$ cat config.mk
export PLATFORM = sky130hd
export DESIGN_NAME = tlv_container_deframer_flat
export DESIGN_NICKNAME = d
export VERILOG_FILES = /design/src/hw/rtl/tlvd_pkg.sv /design/src/hw/rtl/tlvd_if.sv /design/src/hw/rtl/tlvd_step.sv /design/src/hw/rtl/tlv_container_deframer.sv /design/src/flat_wrapper.sv
export SDC_FILE = /design/constraint.sdc
export NUM_CORES = 1
export LEC_CHECK = 0
export BUFFER_PORTS_ARGS = -buffer_cell sky130_fd_sc_hd__buf_2
export CAP_MARGIN = 10
export CORE_MARGIN = 3
export CORE_UTILIZATION = 25
export CTS_BUF_LIST = sky130_fd_sc_hd__clkbuf_16
export CTS_CLUSTER_SIZE = 20
export DETAILED_ROUTE_END_ITERATION = 10
export GPL_ROUTABILITY_DRIVEN = 0
export PLACE_DENSITY = 0.43
export SLEW_MARGIN = 30
export SYNTH_ARGS = -nofsm -noshare
export SYNTH_HDL_FRONTEND = slang
export SYNTH_SLANG_ARGS = --single-unit
export TNS_END_PERCENT = 100
$ cat constraint.sdc
create_clock -name i_clk -period 6.7 [get_ports i_clk]
set_clock_uncertainty 0.2 [all_clocks]
set_input_delay 1.34 -clock i_clk [delete_from_list [all_inputs] [get_ports i_clk]]
set_output_delay 1.34 -clock i_clk [all_outputs]
set_load 0.01 [all_outputs]
$ cat src/hw/rtl/tlvd_pkg.sv
// types and constants of the tlv container deframer
// no dependencies
package tlvd_pkg;

    localparam int ByteW   = 8;
    localparam int LenW    = 32;
    localparam int KindW   = 3;
    localparam int CountW  = 3;
    localparam int HdrBytes = 6;
    localparam int LenBytes = 4;

    typedef enum logic [2:0] {
        PH_VERSION,
        PH_CTAG,
        PH_CLEN,
        PH_RTAG,
        PH_RLEN,
        PH_DATA,
        PH_TRAILER,
        PH_SKIP
    } t_phase;

    typedef enum logic [KindW-1:0] {
        EV_HEADER,
        EV_CONTAINER,
        EV_RECORD,
        EV_DATA,
        EV_TRAILER,
        EV_VERSION_ERR,
        EV_OVERRUN,
        EV_SKIPPED
    } t_kind;

    typedef struct packed {
        t_phase            phase;
        logic [CountW-1:0] field_cnt;
        logic [LenW-1:0]   container_left;
        logic [LenW-1:0]   record_left;
        logic [LenW-1:0]   length_shift;
        logic [ByteW-1:0]  container_tag;
        logic [ByteW-1:0]  record_tag;
    } t_state;

    typedef struct packed {
        t_kind            kind;
        logic [ByteW-1:0] tag;
        logic [LenW-1:0]  len;
        logic [ByteW-1:0] pay;
        logic             last;
        logic             done;
    } t_result;

    localparam t_state StateReset = '{
        phase:          PH_VERSION,
        field_cnt:      '0,
        container_left: '0,
        record_left:    '0,
        length_shift:   '0,
        container_tag:  '0,
        record_tag:     '0
    };

endpackage

$ cat src/hw/rtl/tlvd_if.sv
// valid/ready channels of the tlv container deframer
// depends on tlvd_pkg
interface tlvd_in_if;
    logic                      valid;
    logic                      ready;
    logic [tlvd_pkg::ByteW-1:0] stream_byte;

    modport source (output valid, output stream_byte, input ready);
    modport sink   (input valid, input stream_byte, output ready);
endinterface

interface tlvd_out_if;
    logic                       valid;
    logic                       ready;
    logic [tlvd_pkg::KindW-1:0] event_kind;
    logic [tlvd_pkg::ByteW-1:0] tag_value;
    logic [tlvd_pkg::LenW-1:0]  length_value;
    logic [tlvd_pkg::ByteW-1:0] payload_byte;
    logic                       record_last;
    logic                       container_done;

    modport source (
        output valid, output event_kind, output tag_value, output length_value,
        output payload_byte, output record_last, output container_done,
        input ready
    );
    modport sink (
        input valid, input event_kind, input tag_value, input length_value,
        input payload_byte, input record_last, input container_done,
        output ready
    );
endinterface

$ cat src/hw/rtl/tlvd_step.sv
// next-state and result logic for one stream byte
// depends on tlvd_pkg
module tlvd_step (
    input  tlvd_pkg::t_state             i_state,
    input  logic [tlvd_pkg::ByteW-1:0]   i_byte,
    input  logic [tlvd_pkg::ByteW-1:0]   i_expected_version,
    output tlvd_pkg::t_state             o_state,
    output tlvd_pkg::t_result            o_result
);
    import tlvd_pkg::*;

    logic [LenW-1:0]   shifted;
    logic [LenW-1:0]   left_dec;
    logic [LenW-1:0]   rec_dec;
    logic [CountW-1:0] cnt_inc;
    logic [LenW:0]     need;
    logic              len_full;

    assign shifted  = {i_state.length_shift[LenW-ByteW-1:0], i_byte};
    assign left_dec = i_state.container_left - LenW'(1);
    assign rec_dec  = i_state.record_left - LenW'(1);
    assign cnt_inc  = i_state.field_cnt + CountW'(1);
    assign need     = {1'b0, shifted} + (LenW+1)'(1);
    assign len_full = (cnt_inc >= CountW'(LenBytes));

    always_comb begin
        o_state  = i_state;
        o_result = '0;
        unique case (i_state.phase)
            PH_VERSION: begin
                if (i_byte == i_expected_version) begin
                    o_state.phase = PH_CTAG;
                end else begin
                    o_result.kind = EV_VERSION_ERR;
                end
            end
            PH_CTAG: begin
                o_state.container_tag = i_byte;
                o_state.field_cnt     = '0;
                o_state.length_shift  = '0;
                o_state.phase         = PH_CLEN;
            end
            PH_CLEN: begin
                o_state.length_shift = shifted;
                o_state.field_cnt    = cnt_inc;
                if (len_full) begin
                    o_result.kind          = EV_CONTAINER;
                    o_result.tag           = i_state.container_tag;
                    o_result.len           = shifted;
                    o_state.container_left = shifted;
                    if (shifted == '0) begin
                        o_result.done = 1'b1;
                        o_state.phase = PH_VERSION;
                    end else begin
                        o_state.phase = PH_RTAG;
                    end
                end
            end
            PH_RTAG: begin
                o_state.container_left = left_dec;
                if (i_state.container_left < LenW'(HdrBytes)) begin
                    // not enough room for a record header
                    o_result.kind = EV_OVERRUN;
                    if (left_dec == '0) begin
                        o_result.done = 1'b1;
                        o_state.phase = PH_VERSION;
                    end else begin
                        o_state.phase = PH_SKIP;
                    end
                end else begin
                    o_state.record_tag   = i_byte;
                    o_state.field_cnt    = '0;
                    o_state.length_shift = '0;
                    o_state.phase        = PH_RLEN;
                end
            end
            PH_RLEN: begin
                o_state.length_shift   = shifted;
                o_state.field_cnt      = cnt_inc;
                o_state.container_left = left_dec;
                if (len_full) begin
                    // data plus trailer must fit in the room left
                    if (need > {1'b0, left_dec}) begin
                        o_result.kind = EV_OVERRUN;
                        if (left_dec == '0) begin
                            o_result.done = 1'b1;
                            o_state.phase = PH_VERSION;
                        end else begin
                            o_state.phase = PH_SKIP;
                        end
                    end else begin
                        o_result.kind       = EV_RECORD;
                        o_result.tag        = i_state.record_tag;
                        o_result.len        = shifted;
                        o_state.record_left = shifted;
                        o_state.phase       = (shifted == '0) ? PH_TRAILER : PH_DATA;
                    end
                end
            end
            PH_DATA: begin
                o_result.kind          = EV_DATA;
                o_result.tag           = i_state.record_tag;
                o_result.pay           = i_byte;
                o_state.record_left    = rec_dec;
                o_state.container_left = left_dec;
                if (rec_dec == '0) begin
                    o_result.last = 1'b1;
                    o_state.phase = PH_TRAILER;
                end
            end
            PH_TRAILER: begin
                o_result.kind          = EV_TRAILER;
                o_state.container_left = left_dec;
                if (left_dec == '0) begin
                    o_result.done = 1'b1;
                    o_state.phase = PH_VERSION;
                end else begin
                    o_state.phase = PH_RTAG;
                end
            end
            PH_SKIP: begin
                o_result.kind = EV_SKIPPED;
                if (i_state.container_left == '0) begin
                    o_result.done = 1'b1;
                    o_state.phase = PH_VERSION;
                end else begin
                    o_state.container_left = left_dec;
                    if (left_dec == '0) begin
                        o_result.done = 1'b1;
                        o_state.phase = PH_VERSION;
                    end
                end
            end
            default: begin
                o_state.phase = PH_VERSION;
            end
        endcase
    end

endmodule

$ cat src/hw/rtl/tlv_container_deframer.sv
// tlv container deframer: one stream byte in, one event word out per byte
// each byte passes an input register and then a result register before its word is valid
// throughput: one byte per cycle while the output is not stalled; the byte step logic is a 32-bit decrement and compare
// reset: synchronous active-low i_rst_n clears both valid flags, the parser state
// and expected_version; the parser then waits for a version byte
module tlv_container_deframer (
    input  logic                       i_clk,
    input  logic                       i_rst_n,
    input  logic                       i_cfg_we,
    input  logic [tlvd_pkg::ByteW-1:0] i_cfg_wdata,
    tlvd_in_if.sink                    i_in,
    tlvd_out_if.source                 o_out
);
    import tlvd_pkg::*;

    // expected version register
    logic [ByteW-1:0] r_ver;

    // input stage: raw byte held until the step logic can take it
    logic             r_in_valid;
    logic [ByteW-1:0] r_in_byte;

    // parser state and result stage
    t_state  r_state;
    t_state  n_state;
    t_result r_result;
    t_result n_result;
    logic    r_out_valid;

    logic res_ready;
    logic advance;

    // result register frees when empty or when its word is taken
    assign res_ready  = !r_out_valid || o_out.ready;
    // input stage frees when empty or when it moves on to the result
    assign i_in.ready = !r_in_valid || res_ready;
    assign advance    = r_in_valid && res_ready;

    tlvd_step u_step (
        .i_state            (r_state),
        .i_byte             (r_in_byte),
        .i_expected_version (r_ver),
        .o_state            (n_state),
        .o_result           (n_result)
    );

    always_ff @(posedge i_clk) begin
        if (!i_rst_n) begin
            r_ver <= '0;
        end else if (i_cfg_we) begin
            r_ver <= i_cfg_wdata;
        end
    end

    // input stage
    always_ff @(posedge i_clk) begin
        if (!i_rst_n) begin
            r_in_valid <= 1'b0;
        end else if (i_in.ready) begin
            r_in_valid <= i_in.valid;
        end
    end

    always_ff @(posedge i_clk) begin
        if (i_in.valid && i_in.ready) begin
            r_in_byte <= i_in.stream_byte;
        end
    end

    // parser state moves only when a byte is stepped into the result stage
    always_ff @(posedge i_clk) begin
        if (!i_rst_n) begin
            r_state <= StateReset;
        end else if (advance) begin
            r_state <= n_state;
        end
    end

    // result stage
    always_ff @(posedge i_clk) begin
        if (!i_rst_n) begin
            r_out_valid <= 1'b0;
        end else if (res_ready) begin
            r_out_valid <= r_in_valid;
        end
    end

    always_ff @(posedge i_clk) begin
        if (advance) begin
            r_result <= n_result;
        end
    end

    assign o_out.valid          = r_out_valid;
    assign o_out.event_kind     = r_result.kind;
    assign o_out.tag_value      = r_result.tag;
    assign o_out.length_value   = r_result.len;
    assign o_out.payload_byte   = r_result.pay;
    assign o_out.record_last    = r_result.last;
    assign o_out.container_done = r_result.done;

endmodule

$ cat src/flat_wrapper.sv
// flat-port wrapper written by rule: the top's interface ports become plain ports
module tlv_container_deframer_flat import tlvd_pkg::*;
  (i_clk, i_rst_n, i_cfg_we, i_cfg_wdata, i_in_valid, i_in_stream_byte, i_in_ready, o_out_valid, o_out_event_kind, o_out_tag_value, o_out_length_value, o_out_payload_byte, o_out_record_last, o_out_container_done, o_out_ready);
  tlvd_in_if i_in_i ();
  tlvd_out_if o_out_i ();
  input  logic i_clk;
  input  logic i_rst_n;
  input  logic i_cfg_we;
  input  logic [tlvd_pkg::ByteW-1:0] i_cfg_wdata;
  input wire logic [$bits(i_in_i.valid)-1:0] i_in_valid;
  input wire logic [$bits(i_in_i.stream_byte)-1:0] i_in_stream_byte;
  output wire logic [$bits(i_in_i.ready)-1:0] i_in_ready;
  output wire logic [$bits(o_out_i.valid)-1:0] o_out_valid;
  output wire logic [$bits(o_out_i.event_kind)-1:0] o_out_event_kind;
  output wire logic [$bits(o_out_i.tag_value)-1:0] o_out_tag_value;
  output wire logic [$bits(o_out_i.length_value)-1:0] o_out_length_value;
  output wire logic [$bits(o_out_i.payload_byte)-1:0] o_out_payload_byte;
  output wire logic [$bits(o_out_i.record_last)-1:0] o_out_record_last;
  output wire logic [$bits(o_out_i.container_done)-1:0] o_out_container_done;
  input wire logic [$bits(o_out_i.ready)-1:0] o_out_ready;
  assign i_in_i.valid = i_in_valid;
  assign i_in_i.stream_byte = i_in_stream_byte;
  assign i_in_ready = i_in_i.ready;
  assign o_out_valid = o_out_i.valid;
  assign o_out_event_kind = o_out_i.event_kind;
  assign o_out_tag_value = o_out_i.tag_value;
  assign o_out_length_value = o_out_i.length_value;
  assign o_out_payload_byte = o_out_i.payload_byte;
  assign o_out_record_last = o_out_i.record_last;
  assign o_out_container_done = o_out_i.container_done;
  assign o_out_i.ready = o_out_ready;
  tlv_container_deframer u_core (.i_clk(i_clk), .i_rst_n(i_rst_n), .i_cfg_we(i_cfg_we), .i_cfg_wdata(i_cfg_wdata), .i_in(i_in_i), .o_out(o_out_i));
endmodule
==> metrics.yaml <==
status:
  status: "complete, no violations"
timing:
  rsz0062_at_grt: "no"
  finalWorstSetupSlack_ps: 1230
  max-slew-margin-rel: 0.374
  maxSlewViolCount: 0
  finalHoldViolCount: 0
  max_freq_mhz: 183
  setup-violations-final: 0
  worst_pin_slew_ps: 938
  min_period_ps: 5470
  tns_ps: 0
  fin_crit_sh: 0.816
placement:
  place_hpwl_mm: 25.0
  dp_slack_ps: 1090
  io_buffer_count: 75
synth:
  synthTopCellsByArea: "dfxtp_1 (22%), edfxtp_1 (17%), a21oi_1 (5.9%), nor2_1 (5.4%), ha_1 (4.5%)"
  synth_seq_cells: 181
  yosysWarnings: 0
  synthFlopType: "dfxtp_1"
  synthArstFlopShare: 0
  syn_nets: 1368
  netlist.area_leader.share: 0.221
  yosysUniqueCellTypes: 70
  syn_area_per_cell_um2: 8.33
  yosysTopAreaCell: "dfxtp_1"
  ys_seq_area_frac: 0.389
  synth_common_cells: "nor2_1 (158), a21oi_1 (129), dfxtp_1 (120), clkbuf_1 (106), nand2_1 (97)"
  synth_edf_count: 61
  yosysMostFrequentCell: "nor2_1"
  netlist_area_um2: 10900
  synth_cells: 1308
grt:
  overflow: 0
  grt_first_pass_wirelength_mm: 57.4
  grt_max_degree: 63
  antenna_found_initial: 1
  grt_pass1_vias: 9357
  grt_usage: 0.159
job:
  drv_cap: 0
cts:
  cts_buffers: 17
  h-tree-depth: 4
  clock_sinks: 181
  cts_tree: "built"
  ctsResizeCount: 0
  clk-insertion-delay-late_ps: 470
  ctsHoldBuffers: 0
  root_buffer: "clkbuf_16"
  path_clk_slew_ps: 80
  cts_max_path_buffers: 2
  cts_setup_buffers: 0
pwr:
  power_density_nw_per_um2: 185
  peakVddDrop_mv: 0.148
  leakagePower_uw: 0.00466
floorplan:
  initial_core_util: 0.256
  ios: 76
  die_h_um: 215
  core_area_um2: 42500
  die-area_um2: 46100
  placementRows: 75
  dieWidth_um: 215
critical_path:
  critPathRequiredTime_ps: 6820
  end_kind: "flop"
  worstPathArrival_ps: 5590
  crit_type: "reg -> reg"
  crit_path_max_fanout: 59
  startpoint_type: "flop"
layout:
  fillers: 4590
  syn_to_final_growth_pct: 12.9
  layout.nets: 1363
  n_antenna_cell: 0
  drive_above_1_share: 0.133
drt:
  route.met3.wl_mm: 1.31
  dr.first_iter.drc_count: 699
  first_pass_iters: 5
  drcViolationCount: 0
  wl_met2_mm: 17.3
  wl_per_cell_um: 19.2
  highest_layer: "met5"
  m1WireLength_mm: 17.1
  vias: 9571
  via_per_inst: 5.06
  drt.antenna.violating_nets: 0
  wl_mm: 36.4
worst_hold_path:
  hold_path_class: "reg -> reg"
## per-stage QoR
stage	util	hold WS, ps	std cells	power (uW)	area, um^2
2_1_floorplan	-	236	1308	1240	10900
3_3_place_gp	0.276	244	1861	1290	11700
3_5_place_dp	0.276	250	1861	1290	11700
4_1_cts	0.289	260	1892	2320	12300
5_1_grt	0.289	286	1892	2360	12300
6_report	0.289	257	1892	2280	12300
## sequential cells by signal, summed over array words and instances, names as in the netlist
register and cells:
u_core.o_out.tag_value 8, u_core.o_out.record_last 1, u_core.o_out.length_value 32, u_core.r_ver 8, u_core.o_out.container_done 1, u_core.o_out.payload_byte 8, u_core.r_in_valid 1, u_core.o_out.event_kind 3
u_core.o_out.valid 1, u_core.r_state 110, u_core.r_in_byte 8
## worst paths after layout
| check | startpoint | to | slack [ps] | cells after the start |
|---|---|---|---|---|
| worst min register to register | u_core.r_state[113]$_SDFFE_PN0P_ | u_core.r_state[113]$_SDFFE_PN0P_ | 260 | 2 |
| worst min-delay path | u_core.r_state[113]$_SDFFE_PN0P_ | u_core.r_state[113]$_SDFFE_PN0P_ | 260 | 2 |
| worst max register to register | u_core.r_state[87]$_SDFFE_PN0P_ | u_core.r_state[73]$_SDFFE_PN0P_ | 1230 | 16 |
| worst max-delay path | u_core.r_state[87]$_SDFFE_PN0P_ | u_core.r_state[73]$_SDFFE_PN0P_ | 1230 | 16 |
## cells by family (layout without fill, tap and decap cells)
logic type / after synthesis / after routing / synth area share
xor+xnor: 77 / 77 / 0.0619
mux: 24 / 24 / 0.0222
fa+ha+maj: 39 / 39 / 0.0448
buf+inv: 137 / 144 / 0.0494
flops: 181 / 181 / 0.389
simple gates: 569 / 569 / 0.266
compound gates: 281 / 281 / 0.167
## where the power goes
group / switching [uW] / leakage [uW] / internal (uW) / total [uW]
sequential: 12.8 / 0.00152 / 1150 / 1170
clock: 493 / 0.000284 / 524 / 1020
combinational: 65.3 / 0.00286 / 30.1 / 95.4
total: 571 / 0.00466 / 1710 / 2280
## critical path, stage by stage, from the launching register on
cell and delay (ps):
dfxtp_1 400, nor4_2 550, nand3b_1 480, nor2_1 440, nand2_1 170, nor4_1 370, xnor2_1 170, ha_1 310
nand4_1 170, nor3_1 280, a41oi_1 160, a22o_1 260, o31ai_1 570, nand2_2 70, buf_4 340, o211ai_1 250
o31ai_1 100
## final cells by class
type	count	area, um^2	area share
Clock buffer	17	425	0.0346
Multi-Input combinational cell	990	6170	0.502
Tap cell	577	722	0.0587
Sequential cell	181	4230	0.344
Timing Repair Buffer	95	526	0.0427
Inverter	18	72.6	0.00590
Clock inverter	14	144	0.0117
## cell usage in the layout, fill, tap and decap left out, drive strengths merged, types with 5 or more instances in the layout
cell / n
clkbuf: 17
or3: 13
o31ai: 11
nand2: 97
o211ai: 12
a31oi: 10
and4: 8
edfxtp: 61
a211oi: 21
nor2: 158
mux2i: 23
and3: 13
xor2: 29
nor3: 55
inv: 27
nand2b: 9
and2: 45
a41oi: 5
o21ai: 29
o221a: 9
ha: 39
or2: 18
o32ai: 12
nor4: 21
nand4: 23
a22o: 9
nor4b: 7
a21oi: 129
or4: 14
buf: 95
dfxtp: 120
nand3: 67
xnor2: 48
nor2b: 5
o22ai: 6
## metal layers
layer  vias to the layer above  global-route usage
met5                         -                   0
met4                         2              0.0477
met3                        40              0.0271
met2                       184               0.261
met1                      4622               0.214
li1                       4723                   -
Note: power is estimated with default switching activity, not from simulation.
